**src/fqr_pkg.sv**
```systemverilog
// Shared types and constants for the queue with remove-by-value.
// Used by fqr_cell and by the top level fifo_queue_with_remove.
package fqr_pkg;

    localparam int DATA_W    = 32;
    localparam int OP_W      = 2;
    localparam int DEPTH_DEF = 16;

    localparam logic [OP_W-1:0] OP_PUSH   = 2'd0;
    localparam logic [OP_W-1:0] OP_POP    = 2'd1;
    localparam logic [OP_W-1:0] OP_REMOVE = 2'd2;

    // Command broadcast to every cell of the chain.
    typedef enum logic [2:0] {
        CMD_HOLD,
        CMD_PUSH,
        CMD_POP,
        CMD_MARK,
        CMD_SQUEEZE
    } t_cell_cmd;

    // What one cell shows to its neighbor.
    typedef struct packed {
        logic              valid;
        logic [DATA_W-1:0] data;
    } t_link;

endpackage

```
**src/fqr_cell.sv**
```systemverilog
// One storage cell of the queue chain: an entry and its valid bit.
// Depends on fqr_pkg for the command and link types.
module fqr_cell (
    input  logic                      i_clk,
    input  logic                      i_rst_n,
    input  fqr_pkg::t_cell_cmd        i_cmd,
    input  logic [fqr_pkg::DATA_W-1:0] i_key,
    input  logic                      i_below_valid,
    input  fqr_pkg::t_link            i_above,
    output fqr_pkg::t_link            o_link,
    output logic                      o_match,
    output logic                      o_hole
);
    import fqr_pkg::*;

    logic              r_valid;
    logic [DATA_W-1:0] r_data;
    logic              n_valid;
    logic [DATA_W-1:0] n_data;

    assign o_match = r_valid && (r_data == i_key);
    assign o_hole  = !r_valid && i_above.valid;

    always_comb begin
        n_valid = r_valid;
        n_data  = r_data;
        case (i_cmd)
            CMD_PUSH: begin
                // The first free cell above the last held entry takes the value.
                if (!r_valid && i_below_valid) begin
                    n_valid = 1'b1;
                    n_data  = i_key;
                end
            end
            CMD_POP: begin
                n_valid = i_above.valid;
                n_data  = i_above.data;
            end
            CMD_MARK: begin
                if (o_match) begin
                    n_valid = 1'b0;
                end
            end
            CMD_SQUEEZE: begin
                // Entries step down one cell into a hole below them.
                if (o_hole) begin
                    n_valid = 1'b1;
                    n_data  = i_above.data;
                end else if (r_valid && !i_below_valid) begin
                    n_valid = 1'b0;
                end
            end
            default: begin
                n_valid = r_valid;
                n_data  = r_data;
            end
        endcase
    end

    always_ff @(posedge i_clk) begin
        if (!i_rst_n) begin
            r_valid <= 1'b0;
        end else begin
            r_valid <= n_valid;
        end
        r_data <= n_data;
    end

    assign o_link.valid = r_valid;
    assign o_link.data  = r_data;

endmodule

```
**src/fifo_queue_with_remove.sv**
```systemverilog
// Top level of the first-in first-out queue with remove-by-value.
// Depends on fqr_pkg and instantiates a chain of fqr_cell.
//
// Usage: a transaction is offered by raising start with i_op and i_value_in;
// it is taken at a rising edge where start is high and busy is low. Every
// transaction gives exactly one result, shown for one cycle with o_valid high:
// o_ok, o_value_out, o_count, o_empty_res and o_full_res.
// The queue is a row of DEPTH cells; cell 0 always holds the oldest entry and
// held entries always fill a prefix of the row when the block is idle.
// Push writes the first free cell, pop shifts every cell down by one, and an
// unused opcode only reports status. For these the result appears in the
// cycle after acceptance and busy stays low, so one of them can be accepted
// in every cycle.
// Remove first clears the valid bit of every matching cell, then
// lets the remaining entries slide down one cell per cycle into the holes
// until the held entries are contiguous again. busy is high from the cycle
// after acceptance until the result is shown, which happens once no cell of
// the chain is a hole any more.
// The receiver cannot stall. Reset (synchronous, active low) empties the queue
// and clears all status; stored entry values are kept but never read while unused.
module fifo_queue_with_remove #(
    parameter int DEPTH = fqr_pkg::DEPTH_DEF
) (
    input  logic                          i_clk,
    input  logic                          i_rst_n,
    input  logic                          start,
    input  logic [fqr_pkg::OP_W-1:0]      i_op,
    input  logic [fqr_pkg::DATA_W-1:0]    i_value_in,
    output logic                          busy,
    output logic                          o_valid,
    output logic                          o_ok,
    output logic [fqr_pkg::DATA_W-1:0]    o_value_out,
    output logic [$clog2(DEPTH+1)-1:0]    o_count,
    output logic                          o_empty_res,
    output logic                          o_full_res
);
    import fqr_pkg::*;

    localparam int CNT_W = $clog2(DEPTH + 1);
    localparam logic [CNT_W-1:0] FULL_CNT = CNT_W'(DEPTH);

    typedef enum logic {
        S_IDLE,
        S_SQUEEZE
    } t_state;

    t_state            r_state;
    logic [CNT_W-1:0]  r_count;
    logic              r_hit;
    logic              r_valid;
    logic              r_ok;
    logic [DATA_W-1:0] r_value_out;
    logic [CNT_W-1:0]  r_out_count;

    t_cell_cmd         cell_cmd;
    t_link             links [DEPTH+1];
    logic [DEPTH-1:0]  match_vec;
    logic [DEPTH-1:0]  hole_vec;
    logic [DEPTH-1:0]  valid_vec;
    logic              accept;
    logic              can_push;
    logic              can_pop;
    logic              squeeze_done;
    logic [CNT_W-1:0]  held_count;

    assign accept       = start && !busy;
    assign busy         = (r_state == S_SQUEEZE);
    assign can_push     = (r_count != FULL_CNT);
    assign can_pop      = (r_count != '0);
    assign squeeze_done = ~|hole_vec;

    // Nothing ever sits above the last cell.
    assign links[DEPTH] = '0;

    genvar gi;
    generate
        for (gi = 0; gi < DEPTH; gi++) begin : g_cell
            logic below_valid;
            if (gi == 0) begin : g_first
                assign below_valid = 1'b1;
            end else begin : g_rest
                assign below_valid = links[gi-1].valid;
            end
            fqr_cell u_cell (
                .i_clk         (i_clk),
                .i_rst_n       (i_rst_n),
                .i_cmd         (cell_cmd),
                .i_key         (i_value_in),
                .i_below_valid (below_valid),
                .i_above       (links[gi+1]),
                .o_link        (links[gi]),
                .o_match       (match_vec[gi]),
                .o_hole        (hole_vec[gi])
            );
            assign valid_vec[gi] = links[gi].valid;
        end
    endgenerate

    // Once the entries are contiguous, the count is the index just past the
    // last held cell. Only one cell can be that boundary, so the ORs combine.
    always_comb begin
        held_count = '0;
        for (int i = 0; i < DEPTH; i++) begin
            if (valid_vec[i] && !links[i+1].valid) begin
                held_count = held_count | CNT_W'(i + 1);
            end
        end
    end

    // Command to the cell chain.
    always_comb begin
        cell_cmd = CMD_HOLD;
        if (r_state == S_SQUEEZE) begin
            cell_cmd = CMD_SQUEEZE;
        end else if (accept) begin
            case (i_op)
                OP_PUSH:   cell_cmd = can_push ? CMD_PUSH : CMD_HOLD;
                OP_POP:    cell_cmd = can_pop ? CMD_POP : CMD_HOLD;
                OP_REMOVE: cell_cmd = CMD_MARK;
                default:   cell_cmd = CMD_HOLD;
            endcase
        end
    end

    always_ff @(posedge i_clk) begin
        if (!i_rst_n) begin
            r_state     <= S_IDLE;
            r_count     <= '0;
            r_hit       <= 1'b0;
            r_valid     <= 1'b0;
            r_ok        <= 1'b0;
            r_value_out <= '0;
            r_out_count <= '0;
        end else begin
            r_valid <= 1'b0;
            case (r_state)
                S_IDLE: begin
                    if (accept) begin
                        r_ok        <= 1'b0;
                        r_value_out <= '0;
                        r_out_count <= r_count;
                        case (i_op)
                            OP_PUSH: begin
                                r_valid <= 1'b1;
                                if (can_push) begin
                                    r_ok        <= 1'b1;
                                    r_count     <= r_count + 1'b1;
                                    r_out_count <= r_count + 1'b1;
                                end
                            end
                            OP_POP: begin
                                r_valid <= 1'b1;
                                if (can_pop) begin
                                    r_ok        <= 1'b1;
                                    r_value_out <= links[0].data;
                                    r_count     <= r_count - 1'b1;
                                    r_out_count <= r_count - 1'b1;
                                end
                            end
                            OP_REMOVE: begin
                                r_hit   <= |match_vec;
                                r_state <= S_SQUEEZE;
                            end
                            default: begin
                                r_valid <= 1'b1;
                            end
                        endcase
                    end
                end
                S_SQUEEZE: begin
                    if (squeeze_done) begin
                        r_valid     <= 1'b1;
                        r_ok        <= r_hit;
                        r_value_out <= '0;
                        r_count     <= held_count;
                        r_out_count <= held_count;
                        r_state     <= S_IDLE;
                    end
                end
                default: begin
                    r_state <= S_IDLE;
                end
            endcase
        end
    end

    assign o_valid     = r_valid;
    assign o_ok        = r_ok;
    assign o_value_out = r_value_out;
    assign o_count     = r_out_count;
    assign o_empty_res = (r_out_count == '0);
    assign o_full_res  = (r_out_count == FULL_CNT);

    // A remove always takes the block busy in the next cycle.
    a_remove_busy: assert property (@(posedge i_clk) disable iff (!i_rst_n)
        (accept && i_op == OP_REMOVE) |=> busy)
        else $error("remove accepted without entering compaction");

    // When idle the held entries form a contiguous run from cell 0.
    a_idle_compact: assert property (@(posedge i_clk) disable iff (!i_rst_n)
        (r_state == S_IDLE) |-> (hole_vec == '0))
        else $error("hole in the cell chain while idle");

    // When idle the tracked count agrees with the cells that hold entries.
    a_count_match: assert property (@(posedge i_clk) disable iff (!i_rst_n)
        (r_state == S_IDLE) |-> (held_count == r_count))
        else $error("tracked count disagrees with valid cells");

    // No result is shown while compaction is still under way.
    a_no_result_busy: assert property (@(posedge i_clk) disable iff (!i_rst_n)
        (busy && !squeeze_done) |=> !o_valid)
        else $error("result shown during compaction");

endmodule

```
**config.mk**
```make
export PLATFORM = sky130hd
export DESIGN_NAME = fifo_queue_with_remove
export DESIGN_NICKNAME = d
export VERILOG_FILES = /design/src/fqr_pkg.sv /design/src/fqr_cell.sv /design/src/fifo_queue_with_remove.sv
export SDC_FILE = /design/constraint.sdc
export NUM_CORES = 1
export LEC_CHECK = 0
export BUFFER_PORTS_ARGS = -buffer_cell sky130_fd_sc_hd__buf_2
export CORE_ASPECT_RATIO = 0.75
export CORE_MARGIN = 2
export CORE_UTILIZATION = 25
export CTS_CLUSTER_DIAMETER = 50
export DETAILED_ROUTE_END_ITERATION = 8
export HOLD_SLACK_MARGIN = 0.1
export MAX_ROUTING_LAYER = met4
export PLACE_DENSITY = 0.47
export REMOVE_ABC_BUFFERS = 1
export SLEW_MARGIN = 10
export SYNTH_ARGS = -nofsm -noshare
export SYNTH_HDL_FRONTEND = slang
export SYNTH_SLANG_ARGS = --single-unit
```
**constraint.sdc**
```tcl
create_clock -name i_clk -period 6.3 [get_ports i_clk]
set_input_delay 1.26 -clock i_clk [delete_from_list [all_inputs] [get_ports i_clk]]
set_output_delay 1.26 -clock i_clk [all_outputs]
set_load 0.02 [all_outputs]
```
==> impl_metrics.toml <==
[run_status]
outcome = "complete, no violations"

[worst_setup_path]
crit_path_top_delay_cell = "nor4_1"
end_kind = "register"
crit_chain = "buf_2 -> buf_4 -> xor2_1 -> nor4_1 -> nand4_1 -> nor4_1 -> o211ai_1 -> mux2i_1 -> nor2_1"
crit_buf_inv = 2
rr_endpoint = "g_cell[9].u_cell.r_data[15]"
cpMostUsedCell = "nor4_1"
reg2reg_from = "busy"
rrSetupSlack_ps = 2520
path_max_fanout = 12
crit_arrival_ps = 4780
cpPeakStageDelay_ps = 980
r2r_cells = 7
start_kind = "input pin"
worst-path-stages = 9
worst_ep_required_time_ps = 6760
crit_type = "input pin to register"
cp_top_family = "simple AND/OR/NAND/NOR gates"

[routing]
final_antenna_net_count = 0
wirelength_um = 107700
route.vias.total = 20229
routedWlPerCell_um = 27.23
drc = 0
drt_first_iter_violations = 2978
post_drt_via_cell_ratio = 5.116
dr.pass1.iters = 6

[cts]
cts.clk_slew.worst_paths_ps = 60
clockBufferDepth = 3
cts.hold.buffers_added = 0
htreeDepth = 3
cts_tree = "yes"
ctsResizeCount = 0
root_buffer = "clkbuf_16"
cts_setup_buffers = 0
cts-buffers-inserted = 68
clk_latency_ps = 620
cts_sinks = 569

[power]
switchingPower_mw = 2.944
clkPwrFrac_pct = 39.0
cellPowerDensity_mw_per_mm2 = 308.0
fin_total_pwr_mw = 10.27
switching_share_pct = 28.66
comb_power_share_pct = 15.7
vdd_drop_max_mv = 0.1587
intPower_mw = 7.327
p_leak_nw = 13.09
p_seq_share_pct = 45.3

[synthesis]
synth_flop_cell = "edfxtp_1"
synth_seq_cells = 569
synth_edf_count = 512
async_flop_share_pct = 0
synth_xor_xnor_area_share_pct = 15.05
yosys.area_share.adder_pct = 0.1958
synth_area_mm2 = 0.02939
synthMuxAreaShare_pct = 0.2426
yosys_warnings = 0
synth_top_family_by_area = "compound AO/OA/AOI/OAI gates"
syn-mean-instance-area_um2 = 12.27
syn_inst = 2395
synth-compound-area-share_pct = 17.00
synth.yosys.seq_area_share_pct = 56.19
ys_types = 63
synth_simple_gate_area_share_pct = 6.955

[floorplanning]
die-area_mm2 = 0.1204
die_w_um = 399.9
std_cell_rows = 108
core_mm2 = 0.1162
start_util_pct = 25.29
die_height_um = 301.0
ioPinCount = 79

[placement]
dp_slack_ps = 1710
dp_hpwl_um = 77850
place.gp.congestion = 0.9309
port_buffers = 78

[cells_and_area]
multi_input_area_mm2 = 0.01182
final_cell_mix = "edfxtp_1, a21o_1, xor2_1"
num-fill-cells = 11982
final_common_cell = "edfxtp_1"
drive_gt1_share_pct = 10.34
finish.utilization_pct = 28.70
syn_to_final_growth_pct = 13.45
regArea_mm2 = 0.01652
nets = 2396

[sta]
skew_ps = 30.22
tns_ps = 0
grt_setup_unrepaired = "false"
min_period_ps = 4323
fin_crit_sh_pct = 68.61
setup_viol = 0
drv_slew = 0
relSlewSlack_pct = 11.31
finalWorstSetupSlack_ps = 1977
final_hold_viol_count = 0
worstMarginPinSlew_ps = 1325
fmax_mhz = 231.3

[grt]
grt_pass1_vias = 19732
grt_max_degree = 146
antenna_found_initial = 9
grt-ovfl-total = 0
grt.total_usage_pct = 18.13
grt_first_pass_wirelength_um = 153200

[worst_hold_path]
min_to = "o_value_out[16]"
hold_path.class = "register to register"
hold_depth = 2
hp-start = "o_value_out[16]"

[flow_run]
maxCapViolCount = 0
==> power groups by stage <==
stage	sequential, mW	combinational (mW)	clock, mW
final	4.65	1.61	4.01
after global routing	4.68	1.71	4.22
after CTS	4.65	1.57	4.08
after detailed placement	4.73	1.56	0
after global placement	4.73	1.56	0
after floorplan	4.68	0.900	0
==> registers in the layout, summed over array words and instances (netlist names) <==
signal                 cells
busy                       1
g_cell.u_cell.r_data     512
g_cell.u_cell.r_valid     16
o_count                    5
o_ok                       1
o_valid                    1
o_value_out               32
r_hit                      1
==> synth_stat cells, types with 3 or more instances <==
library cell  instances  area, µm²
edfxtp_1            512      15370
a21o_1              485       3641
xor2_1              285       2496
xnor2_1             220       1927
buf_2               130      650.6
nor2_1               82      307.8
nor4_1               72      450.4
nand4_1              65      406.6
clkbuf_1             62      232.7
dfxtp_1              57       1141
a21oi_1              49      245.2
o21ai_0              46      230.2
a22oi_1              37      277.8
and2_1               33      206.5
buf_4                29      217.7
and3_1               27      168.9
nand3_1              25      125.1
inv_1                21      78.83
nand2_1              20      75.07
nor3_1               20      100.1
a211oi_1             16      120.1
buf_6                 9      101.4
nand2b_1              8      50.05
o221ai_1              8      70.07
o22ai_1               7      43.79
mux2i_1               6      60.06
a211o_1               5      43.79
o211ai_1              5      37.54
or3_1                 4      25.02
a2111oi_0             3      26.28
ha_1                  3      37.54
o2bb2ai_1             3      26.28
or4_1                 3      22.52
==> worst min-delay path, stage by stage, from the launching register on <==
cell	delay, ps
dfxtp_1	320
a22oi_1	60
nor2_1	70
==> worst max-delay path by stage <==
stage / startpoint / to / slack (ps)
2_1_floorplan: start / g_cell[0].u_cell.r_data[12] / 70
3_3_place_gp: i_value_in[24] / g_cell[8].u_cell.r_valid / 1180
3_5_place_dp: i_value_in[18] / g_cell[8].u_cell.r_valid / 1710
4_1_cts: i_value_in[18] / g_cell[8].u_cell.r_valid / 2350
5_1_grt: i_value_in[9] / g_cell[1].u_cell.r_valid / 2170
6_report: i_value_in[22] / g_cell[8].u_cell.r_valid / 1980
==> final cells by class <==
| cell class | count | area share [%] |
|---|---|---|
| Inverter | 22 | 0.2514 |
| Sequential cell | 569 | 49.53 |
| Tap cell | 1540 | 5.778 |
| Antenna cell | 5 | 0.03752 |
| Clock buffer | 95 | 5.752 |
| Multi-Input combinational cell | 1574 | 35.45 |
| Timing Repair Buffer | 120 | 2.304 |
| Clock inverter | 29 | 0.9005 |
==> kinds of logic after synthesis <==
family / after synthesis
adder cells (fa/ha/maj): 4
multiplexers: 7
AO/OA/AOI/OAI: 688
XOR/XNOR: 505
AND/OR/NAND/NOR: 370
buffers and inverters: 252
flip-flops: 569
==> routing by layer <==
| metal | global-route usage [%] | vias up | share of wire [%] |
|---|---|---|---|
| met5 | - | - | 0 |
| met4 | 2.720 | 0 | 1.1 |
| met3 | 4.892 | 90 | 11 |
| met2 | 22.83 | 1004 | 38 |
| met1 | 28.50 | 10448 | 50 |
| li1 | - | 8687 | - |
==> per-stage QoR <==
step	instance area, µm²	hold slack, ps	instances
finish	33350	486.9	3954
global route	33350	530.9	3954
CTS	33270	495.2	3946
detailed placement	31050	477.3	3822
global placement	31040	476.9	3822
floorplan	28190	510.1	2165
Power figures use the tool's default switching activity.
